<file path="src/hw/rtl/pnf_pkg.sv">
package pnf_pkg;

   // Sequencer states of the field formatter.
   typedef enum logic [1:0] {
      ST_IDLE,
      ST_MUL,
      ST_DIGIT,
      ST_EMIT
   } state_type;

   // Conversion codes; codes above FN_CHAR are unknown and give an empty body.
   localparam logic [2:0] FN_SDEC16 = 3'd0;
   localparam logic [2:0] FN_SDEC32 = 3'd1;
   localparam logic [2:0] FN_UDEC16 = 3'd2;
   localparam logic [2:0] FN_HEXL   = 3'd3;
   localparam logic [2:0] FN_HEXU   = 3'd4;
   localparam logic [2:0] FN_CHAR   = 3'd5;

   // Field limits.
   localparam int          DIGITS_MAX = 10;
   localparam int          IDX_W      = $clog2(DIGITS_MAX);
   localparam logic [3:0]  WIDTH_MAX  = 4'd9;

   // Reciprocal of ten: floor(n * RECIP_TEN / 2**RECIP_SHIFT) == n / 10 for any 32-bit n.
   localparam logic [31:0] RECIP_TEN   = 32'hCCCC_CCCD;
   localparam int          RECIP_SHIFT = 35;

   // ASCII codes.
   localparam logic [7:0] CH_ZERO    = 8'h30;
   localparam logic [7:0] CH_MINUS   = 8'h2D;
   localparam logic [7:0] CH_SPACE   = 8'h20;
   localparam logic [7:0] CH_LOWER_A = 8'h61;
   localparam logic [7:0] CH_UPPER_A = 8'h41;

   // One step of the shared digit unit: the reduced value and the digit split off.
   typedef struct packed {
      logic [31:0] quot;
      logic [3:0]  digit;
   } step_type;

   // Turns one digit into its ASCII character.
   function automatic logic [7:0] digit_char(input logic [3:0] d, input logic upper);
      logic [7:0] alpha;
      alpha = upper ? CH_UPPER_A : CH_LOWER_A;
      if (d > 4'd9) begin
         digit_char = alpha + {4'd0, d} - 8'd10;
      end else begin
         digit_char = CH_ZERO + {4'd0, d};
      end
   endfunction

endpackage

</file>
<file path="src/hw/rtl/printf_number_formatter.sv">
// Channel   Ports                                        Transfer
// request   start, busy, req_func/width/zero_pad/value   start high while busy is low
// response  rsp_valid, rsp_char_out, rsp_last            every cycle rsp_valid is high
//
// A field is accepted, then each decimal digit passes a multiply state and a digit
// state, each hex digit a digit state alone, then the output characters are emitted.
// Decimal digits come from the shared divide-by-ten unit: a registered
// reciprocal multiply followed by a subtract.
// Reset is synchronous and active high; it returns the sequencer to idle.
// The receiver cannot stall; characters leave at one per cycle.
module printf_number_formatter (
   input  logic        clock,
   input  logic        reset,
   input  logic        start,
   output logic        busy,
   input  logic [2:0]  req_func,
   input  logic [3:0]  req_width,
   input  logic        req_zero_pad,
   input  logic [31:0] req_value,
   output logic        rsp_valid,
   output logic [7:0]  rsp_char_out,
   output logic        rsp_last
);
   import pnf_pkg::*;

   state_type   state_ff, state_in;
   logic        accept;

   // Item registers.
   logic [31:0] mag_ff;
   logic [3:0]  width_ff;
   logic        zpad_ff;
   logic        neg_ff;
   logic        hex_ff;
   logic        upper_ff;
   logic        char_mode_ff;
   logic [7:0]  char_ff;
   logic [3:0]  ndig_ff;
   logic [3:0]  k_ff;
   logic [3:0]  digits_ff [DIGITS_MAX];

   // Output registers.
   logic        rsp_valid_ff, rsp_valid_in;
   logic [7:0]  rsp_char_ff, rsp_char_in;
   logic        rsp_last_ff, rsp_last_in;

   // Decode of the incoming item.
   logic [15:0] lo16;
   logic        acc_neg;
   logic [31:0] acc_mag;
   logic        acc_dec;
   logic        acc_hex;

   // Field layout.
   logic [3:0]  body;
   logic [3:0]  pad;
   logic [3:0]  prefix;
   logic [3:0]  total;
   logic [3:0]  body_pos;
   logic [IDX_W-1:0] dig_idx;

   step_type    step;

   pnf_digit_unit u_digit (
      .clock (clock),
      .hex   (hex_ff),
      .mag   (mag_ff),
      .step  (step)
   );

   assign accept = start && !busy;
   assign lo16   = req_value[15:0];

   // Sign and magnitude of the argument per conversion.
   always_comb begin
      acc_neg = 1'b0;
      acc_mag = req_value;
      acc_dec = 1'b0;
      acc_hex = 1'b0;
      case (req_func)
         FN_SDEC16: begin
            acc_dec = 1'b1;
            acc_neg = lo16[15];
            acc_mag = lo16[15] ? {16'd0, 16'(~lo16 + 16'd1)} : {16'd0, lo16};
         end
         FN_SDEC32: begin
            acc_dec = 1'b1;
            acc_neg = req_value[31];
            acc_mag = req_value[31] ? (~req_value + 32'd1) : req_value;
         end
         FN_UDEC16: begin
            acc_dec = 1'b1;
            acc_mag = {16'd0, lo16};
         end
         FN_HEXL, FN_HEXU: begin
            acc_hex = 1'b1;
         end
         default: begin
            acc_mag = req_value;
         end
      endcase
   end

   // Field layout: padding and sign (sign first when zero padded), then the body.
   assign body     = ndig_ff + {3'd0, neg_ff};
   assign pad      = (width_ff > body) ? (width_ff - body) : 4'd0;
   assign prefix   = pad + {3'd0, neg_ff};
   assign total    = prefix + ndig_ff;
   assign body_pos = k_ff - prefix;
   assign dig_idx  = IDX_W'(ndig_ff - 4'd1 - body_pos);

   // Next state.
   always_comb begin
      state_in = state_ff;
      case (state_ff)
         ST_IDLE: begin
            if (accept) begin
               if (acc_dec) begin
                  state_in = ST_MUL;
               end else if (acc_hex) begin
                  state_in = ST_DIGIT;
               end else begin
                  state_in = ST_EMIT;
               end
            end
         end
         ST_MUL: begin
            state_in = ST_DIGIT;
         end
         ST_DIGIT: begin
            if (step.quot == 32'd0) begin
               state_in = ST_EMIT;
            end else if (hex_ff) begin
               state_in = ST_DIGIT;
            end else begin
               state_in = ST_MUL;
            end
         end
         ST_EMIT: begin
            if (k_ff + 4'd1 >= total) begin
               state_in = ST_IDLE;
            end
         end
         default: begin
            state_in = ST_IDLE;
         end
      endcase
   end

   // Outputs: busy and the next character.
   always_comb begin
      busy         = (state_ff != ST_IDLE);
      rsp_valid_in = 1'b0;
      rsp_last_in  = 1'b0;
      rsp_char_in  = CH_SPACE;
      case (state_ff)
         ST_EMIT: begin
            rsp_valid_in = (k_ff < total);
            rsp_last_in  = (k_ff + 4'd1 == total);
            if (k_ff < prefix) begin
               if (zpad_ff) begin
                  rsp_char_in = (neg_ff && k_ff == 4'd0) ? CH_MINUS : CH_ZERO;
               end else begin
                  rsp_char_in = (neg_ff && k_ff == pad) ? CH_MINUS : CH_SPACE;
               end
            end else if (char_mode_ff) begin
               rsp_char_in = char_ff;
            end else begin
               rsp_char_in = digit_char(digits_ff[dig_idx], upper_ff);
            end
         end
         default: begin
            rsp_valid_in = 1'b0;
         end
      endcase
   end

   // Control registers.
   always_ff @(posedge clock) begin
      if (reset) begin
         state_ff     <= ST_IDLE;
         rsp_valid_ff <= 1'b0;
         rsp_last_ff  <= 1'b0;
         ndig_ff      <= 4'd0;
         k_ff         <= 4'd0;
      end else begin
         state_ff     <= state_in;
         rsp_valid_ff <= rsp_valid_in;
         rsp_last_ff  <= rsp_last_in;
         if (accept) begin
            ndig_ff <= (req_func == FN_CHAR) ? 4'd1 : 4'd0;
            k_ff    <= 4'd0;
         end else if (state_ff == ST_DIGIT) begin
            ndig_ff <= ndig_ff + 4'd1;
         end else if (state_ff == ST_EMIT) begin
            k_ff <= k_ff + 4'd1;
         end
      end
   end

   // Payload registers.
   always_ff @(posedge clock) begin
      rsp_char_ff <= rsp_char_in;
      if (accept) begin
         mag_ff       <= acc_mag;
         width_ff     <= (req_width > WIDTH_MAX) ? WIDTH_MAX : req_width;
         zpad_ff      <= req_zero_pad;
         neg_ff       <= acc_neg;
         hex_ff       <= acc_hex;
         upper_ff     <= (req_func == FN_HEXU);
         char_mode_ff <= (req_func == FN_CHAR);
         char_ff      <= req_value[7:0];
      end else if (state_ff == ST_DIGIT) begin
         mag_ff                     <= step.quot;
         digits_ff[IDX_W'(ndig_ff)] <= step.digit;
      end
   end

   assign rsp_valid    = rsp_valid_ff;
   assign rsp_char_out = rsp_char_ff;
   assign rsp_last     = rsp_last_ff;

`ifndef ASSERT_OFF
   // An accepted field always leaves idle.
   a_accept_busy: assert property (@(posedge clock) disable iff (reset)
      accept |=> busy)
      else $error("accepted field did not make the block busy");

   // A character transfer only follows a cycle of the emit state.
   a_valid_from_emit: assert property (@(posedge clock) disable iff (reset)
      rsp_valid |-> $past(state_ff == ST_EMIT))
      else $error("character transfer outside the emit phase");

   // The digit count never exceeds the ten digits of a 32-bit value.
   a_ndig_bound: assert property (@(posedge clock) disable iff (reset)
      ndig_ff <= 4'(DIGITS_MAX))
      else $error("digit count overflow");

   // Last is only marked on a transfer.
   a_last_valid: assert property (@(posedge clock) disable iff (reset)
      rsp_last |-> rsp_valid)
      else $error("last marked without a transfer");

   // No field is longer than eleven characters.
   a_field_len: assert property (@(posedge clock) disable iff (reset)
      (state_ff == ST_EMIT) |-> (total <= 4'd11))
      else $error("field longer than eleven characters");
`endif

endmodule

</file>
<file path="src/hw/rtl/pnf_digit_unit.sv">
module pnf_digit_unit (
   input  logic              clock,
   input  logic              hex,
   input  logic [31:0]       mag,
   output pnf_pkg::step_type step
);
   import pnf_pkg::*;

   logic [63:0] prod_ff;
   logic [63:0] prod_in;
   logic [31:0] dec_quot;
   logic [31:0] tenfold;
   logic [31:0] dec_rem;

   // Reciprocal multiply by one tenth; the product is registered.
   assign prod_in = 64'(mag) * 64'(RECIP_TEN);

   always_ff @(posedge clock) begin
      prod_ff <= prod_in;
   end

   // Quotient and remainder of the decimal step, taken from the registered product.
   assign dec_quot = 32'(prod_ff >> RECIP_SHIFT);
   assign tenfold  = (dec_quot << 3) + (dec_quot << 1);
   assign dec_rem  = mag - tenfold;

   // Hex steps are a plain nibble shift.
   always_comb begin
      if (hex) begin
         step.quot  = mag >> 4;
         step.digit = mag[3:0];
      end else begin
         step.quot  = dec_quot;
         step.digit = dec_rem[3:0];
      end
   end

endmodule

</file>
<file path="config.mk">
export PLATFORM = sky130hd
export DESIGN_NAME = printf_number_formatter
export DESIGN_NICKNAME = d
export VERILOG_FILES = /design/src/hw/rtl/pnf_pkg.sv /design/src/hw/rtl/printf_number_formatter.sv /design/src/hw/rtl/pnf_digit_unit.sv
export SDC_FILE = /design/constraint.sdc
export NUM_CORES = 1
export LEC_CHECK = 0
export ABC_AREA = 1
export BUFFER_PORTS_ARGS = -buffer_cell sky130_fd_sc_hd__buf_4
export CORE_MARGIN = 2
export CORE_UTILIZATION = 36
export DETAILED_ROUTE_END_ITERATION = 10
export PLACE_DENSITY = 0.57
export SYNTH_ARGS = -nofsm -noshare
export SYNTH_HDL_FRONTEND = slang
export SYNTH_SLANG_ARGS = --single-unit
</file>
<file path="constraint.sdc">
create_clock -name clock -period 14.54 [get_ports clock]
set_input_delay 0 -clock clock [delete_from_list [all_inputs] [get_ports clock]]
set_output_delay 0 -clock clock [all_outputs]
set_load 0.02 [all_outputs]
</file>
# After elaboration in Yosys (flattened, before gate mapping)
# Memories as Yosys holds them, arrays and structs flattened.
# Cells that the tools add are included.
# word_totals
ff_bits	133
ram_bits	40
wordCells	101
memories	1
output_inout_bits	11
# memory_table
memory	depth	width	rd	rd_ports_with_merged_regs	wr	line_no	rtl
digits_ff	10	4	1	0	1	printf_number_formatter.sv:40	logic [3:0] digits_ff [DIGITS_MAX];
# classes
n_eq_ne	12
n_addsub	16
muxes	30
n_mul	1
bitwise	4
n_lt_le_gt_ge	6
reduce_logical	16
# op_table
op	count
32-bit 2-to-1 mux	3
32-bit one-hot mux with 3 select lines	1
32-bit by 32-bit multiplier with 64-bit output, second input constant	1
33-bit 2-to-1 mux	1
32-bit by 1-bit adder with 32-bit output, second input constant	1
32-bit zero test	1
32-bit NOT	1
8-bit 2-to-1 mux	3
16-bit by 1-bit adder with 16-bit output, second input constant	1
16-bit 2-to-1 mux	1
4-bit 2-to-1 mux	4
16-bit NOT	1
4-bit subtractor	4
2-bit 2-to-1 mux	5
5-bit 2-to-1 mux	2
4-bit by 1-bit adder with 4-bit output	2
4-bit by 1-bit adder with 4-bit output, second input constant	2
4-bit adder	2
7-bit by 4-bit adder with 8-bit output	1
4-bit equality test	2
4-bit greater-than comparator, second input constant	2
4-bit less-than comparator	2
2-bit one-hot mux with 4 select lines	1
8-bit by 4-bit subtractor with 8-bit output, second input constant	1
23 further kinds	40

# Logic depth before layout (Yosys ltp)
# An unclocked memory read counts as a cell.
# depth
word_depth	12
depth_mapped	32

# Modules after synthesis
# Synthesis repeated with hierarchy kept, for this count alone.
# unflattened
hier_cells	3252
area_unflattened_um2	26877.0
# modules_own_cells
mod	instances	area_per_inst_um2	cells_per_inst	seq_area_each_um2
pnf_digit_unit	1	20066.7	2469	580.6
printf_number_formatter	1	6810.3	783	3072.9

# Worst setup path before layout
# No wires, ideal clock.
# synth_path
path_kind	register to register
startpoint	reg mag_ff[8]
endpoint	reg u_digit.prod_ff[53]
required_time_ns	14.428
arrival_ns	6.054
setup_slack_ns	8.374
stages_incl_launch_ff	27
cell_sequence	edfxtp_1 -> ha_1 -> inv_1 -> fa_1 -> inv_1 -> fa_1 -> inv_1 -> fa_1 -> inv_1 -> fa_1 -> fa_1 -> fa_1 -> inv_1 -> fa_1 -> inv_1 -> ha_1 -> nand2_1 -> nor2_1 -> inv_1 -> nor4_1 -> nand3b_1 -> nand3_1 -> nand2_1 -> nand2_1 -> nand3_1 -> nand3_1 -> nand2_1
# synth_via
elab_chain_len	1
# synth_lines
item	line_no	rtl
start: declaration	printf_number_formatter.sv:30	logic [31:0] mag_ff;
start signal: assignment	printf_number_formatter.sv:205	mag_ff <= acc_mag;
start signal: assignment	printf_number_formatter.sv:214	mag_ff <= step.quot;
32-bit by 32-bit multiplier with 64-bit output	pnf_digit_unit.sv:16	assign prod_in = 64'(mag) * 64'(RECIP_TEN);
named net u_digit.prod_in[53]	pnf_digit_unit.sv:10	logic [63:0] prod_in;
end signal: assignment	pnf_digit_unit.sv:19	prod_ff <= prod_in;
end: declaration	pnf_digit_unit.sv:9	logic [63:0] prod_ff;
# The timed path passes the listed nets, and every way through them passes these cells.
# A chain may end at the register's enable or synchronous reset.

# Worst setup path after layout
# layout_path
startpoint	reg mag_ff[9]
endpoint	reg u_digit.prod_ff[55]
# Same word-level chain as after synthesis.

==> run_results.csv <==
group,metric,value,unit
run_status,status,"complete, no violations",
place,io_buffers,53,
global_route,grt_pass1_vias,20500,
sta,min_period,7402,ps
final_layout,nets,3907,
floorplanning,coreArea,71240,sq um
logic_synthesis,synth_seq_area_share,14.15,%
final_layout,n_fill_cell,7292,
final_layout,antenna_cells,0,
final_layout,layout_common_cells,"inv_1, nand2_1, fa_1",
critical_path,max_stage_delay,610,ps
sta,final.period_utilization,50.91,%
logic_synthesis,avgSynthCellArea,8.632,sq um
logic_synthesis,async_reset_ff_share,0,%
sta,final_max_slew_viol_count,0,
floorplanning,chipWidth,271.8,microns
logic_synthesis,yosysUniqueCellTypes,56,
critical_path,worst_r2r_path_depth,26,
cts,h-tree-depth,4,
final_layout,final_common_cell,"inv_1",
sta,fmax,135.1,MHz
logic_synthesis,syn_inst,2991,
final_layout,layout-drive-gt1-share,5.319,%
place,place.gp.congestion,1.023,
floorplanning,die_area,73880,sq um
logic_synthesis,yosys_register_bits,138,
cts,cts.sinks,138,
worst_hold_path,hold_start,"req_value[19]",
global_route,track_usage,22.87,%
logic_synthesis,synth_top_flop_cell,"edfxtp_1",
critical_path,required,14890,ps
critical_path,rr_startpoint,"mag_ff[9]$_DFFE_PP_",
cts,clkTransAtPathRegs,70,ps
detailed_routing,drt-vias-per-instance,4.938,
cts,cts_root_buf,"clkbuf_16",
detailed_routing,vias,20010,
logic_synthesis,syn_area,25820,sq um
final_layout,multi_input_area,18940,sq um
cts,post_cts_resize_count,0,
logic_synthesis,synth-edff-count,89,
sta,setup_violations,0,
critical_path,critPathKind,"register to register",
detailed_routing,drt-pass1-iter-count,6,
floorplanning,io_pins,54,
sta,tightestPinTransition,1118,ps
cts,cts_tree,"done",
cts,clock_latency,470,ps
job,drv_cap,0,
floorplanning,num_rows,98,
critical_path,path_max_fanout,7,
global_route,antenna_found_initial,0,
global_route,grt_overflow,0,
sta,slew_headroom,24.71,%
critical_path,r2r-end,"u_digit.prod_ff[55]$_DFF_P_",
critical_path,arrival,7750,ps
sta,tns,0,ps
cts,numCtsBuffers,17,
detailed_routing,wl_per_cell,20.26,microns
critical_path,setup.worst_path.end,"u_digit.prod_ff[55]$_DFF_P_",
detailed_routing,ant_nets,0,
global_route,grt_max_degree,47,
detailed_routing,drc,0,
global_route,grt_pass1_wl,125900,microns
critical_path,endpoint_kind,"register",
sta,skew,11.03,ps
critical_path,crit_start,"mag_ff[9]$_DFFE_PP_",
detailed_routing,wl,82100,microns
logic_synthesis,yosys_warnings,0,
place,dp_hpwl,72690,microns
critical_path,worst_setup_path_start_kind,"register",
cts,clockBufferDepth,2,
final_layout,area_growth,9.857,%
critical_path,cp_slowest_cell,"edfxtp_1",
sta,hold_slack,23.81,ps
floorplanning,die_h,271.8,microns
worst_hold_path,hp-class,"primary input to register",
logic_synthesis,syn_nets,3809,
sta,hold_viol_final,0,
sta,rsz0062_at_grt,"no",
detailed_routing,drtIter0Drc,1556,
critical_path,reg2reg_slack,7140,ps
floorplanning,start_util,36.24,%
worst_hold_path,holdPathStages,3,
final_layout,area.sequential,3654,sq um
logic make-up after synthesis:
group / share of synthesized area [%]
flip-flops: 14.15
AND/OR/NAND/NOR: 13.33
XOR/XNOR: 3.247
adder cells (fa/ha/maj): 48.95
multiplexers: 0.2326
AO/OA/AOI/OAI: 7.550
buffers and inverters: 12.54
worst min-delay path by stage:
| stage | slack (ps) | endpoint |
|---|---|---|
| finish | 20 | mag_ff[19]$_DFFE_PP_ |
| detailed placement | 180 | zpad_ff$_DFFE_PP_ |
| global placement | 180 | zpad_ff$_DFFE_PP_ |
| CTS | 5 | mag_ff[19]$_DFFE_PP_ |
| floorplan | 70 | ndig_ff[1]$_SDFFE_PP0P_ |
| global route | 30 | mag_ff[19]$_DFFE_PP_ |
routing by layer:
layer	up-vias	global-route usage [%]	part of all wire (%)
met1	9851	30.19	43
met3	141	3.465	5.5
met5	-	0	0
met2	568	38.04	48
li1	9447	-	-
met4	0	8.343	3.9
synthesized netlist by cell type, types with 4 or more instances:
library cell,count,share of area [%]
edfxtp_1,89,10
fa_1,392,30
a21boi_0,5,0.15
clkbuf_1,17,0.25
nand2_2,18,0.44
o22ai_1,9,0.22
o21ai_0,86,1.7
a21o_1,21,0.61
inv_2,5,0.073
nor3_1,23,0.45
nand4_1,17,0.41
nand3b_1,5,0.15
dfxtp_1,49,3.8
nor2_4,4,0.17
nor2_2,9,0.22
o2111ai_1,4,0.14
a31oi_1,21,0.51
nand2_1,394,5.7
mux2i_1,6,0.23
inv_1,827,12
nand3_1,90,1.7
a22oi_1,4,0.12
nand3_2,9,0.35
buf_2,7,0.14
o21bai_1,14,0.41
o211ai_1,10,0.29
xor2_1,72,2.4
ha_1,383,19
or2_2,10,0.24
nor2_1,183,2.7
a21oi_1,125,2.4
xnor2_1,20,0.68
nor4_1,12,0.29
o21a_1,9,0.26
final cells by class:
cell class / count / share of cell area [%]
well taps: 950 / 4.191
clock buffers: 19 / 1.601
clock inverters: 13 / 0.3794
repair buffers: 105 / 3.150
inverters: 834 / 11.04
flip-flops and latches: 138 / 12.88
multi-input cells: 1993 / 66.76
sequential cells by signal, indices dropped and copies added, names as in the netlist, 4 cells and up:
register,count
ndig_ff,4
k_ff,4
mag_ff,32
char_ff,8
u_digit.prod_ff,29
digits_ff,40
rsp_char_out,8
width_ff,4
stage by stage:
stage	area [sq um]	setup slack [ps]	utilization, %	std cells
2_1_floorplan	25820	8374	-	2991
3_3_place_gp	27380	7170	38.44	3978
3_5_place_dp	27380	7252	38.44	3978
4_1_cts	28360	7192	39.82	4052
5_1_grt	28360	6861	39.82	4052
6_report	28360	7138	39.82	4052
critical path: cells and delay by family (launching register included):
kind	cells	cell delay [ps]
XOR/XNOR	1	290
AO/OA/AOI/OAI	3	600
buffers and inverters	6	470
flip-flops	1	610
adder cells (fa/ha/maj)	9	4620
AND/OR/NAND/NOR	7	710
timing repair:
| action | in CTS | in global routing |
|---|---|---|
| hold buffers | 42 | 0 |
| endpoints found under the hold margin | 50 | 0 |
| buffers inserted | 0 | 0 |
Power is not shown: default switching activity piles up to over one toggle a cycle in this logic, so the estimate is an artifact.
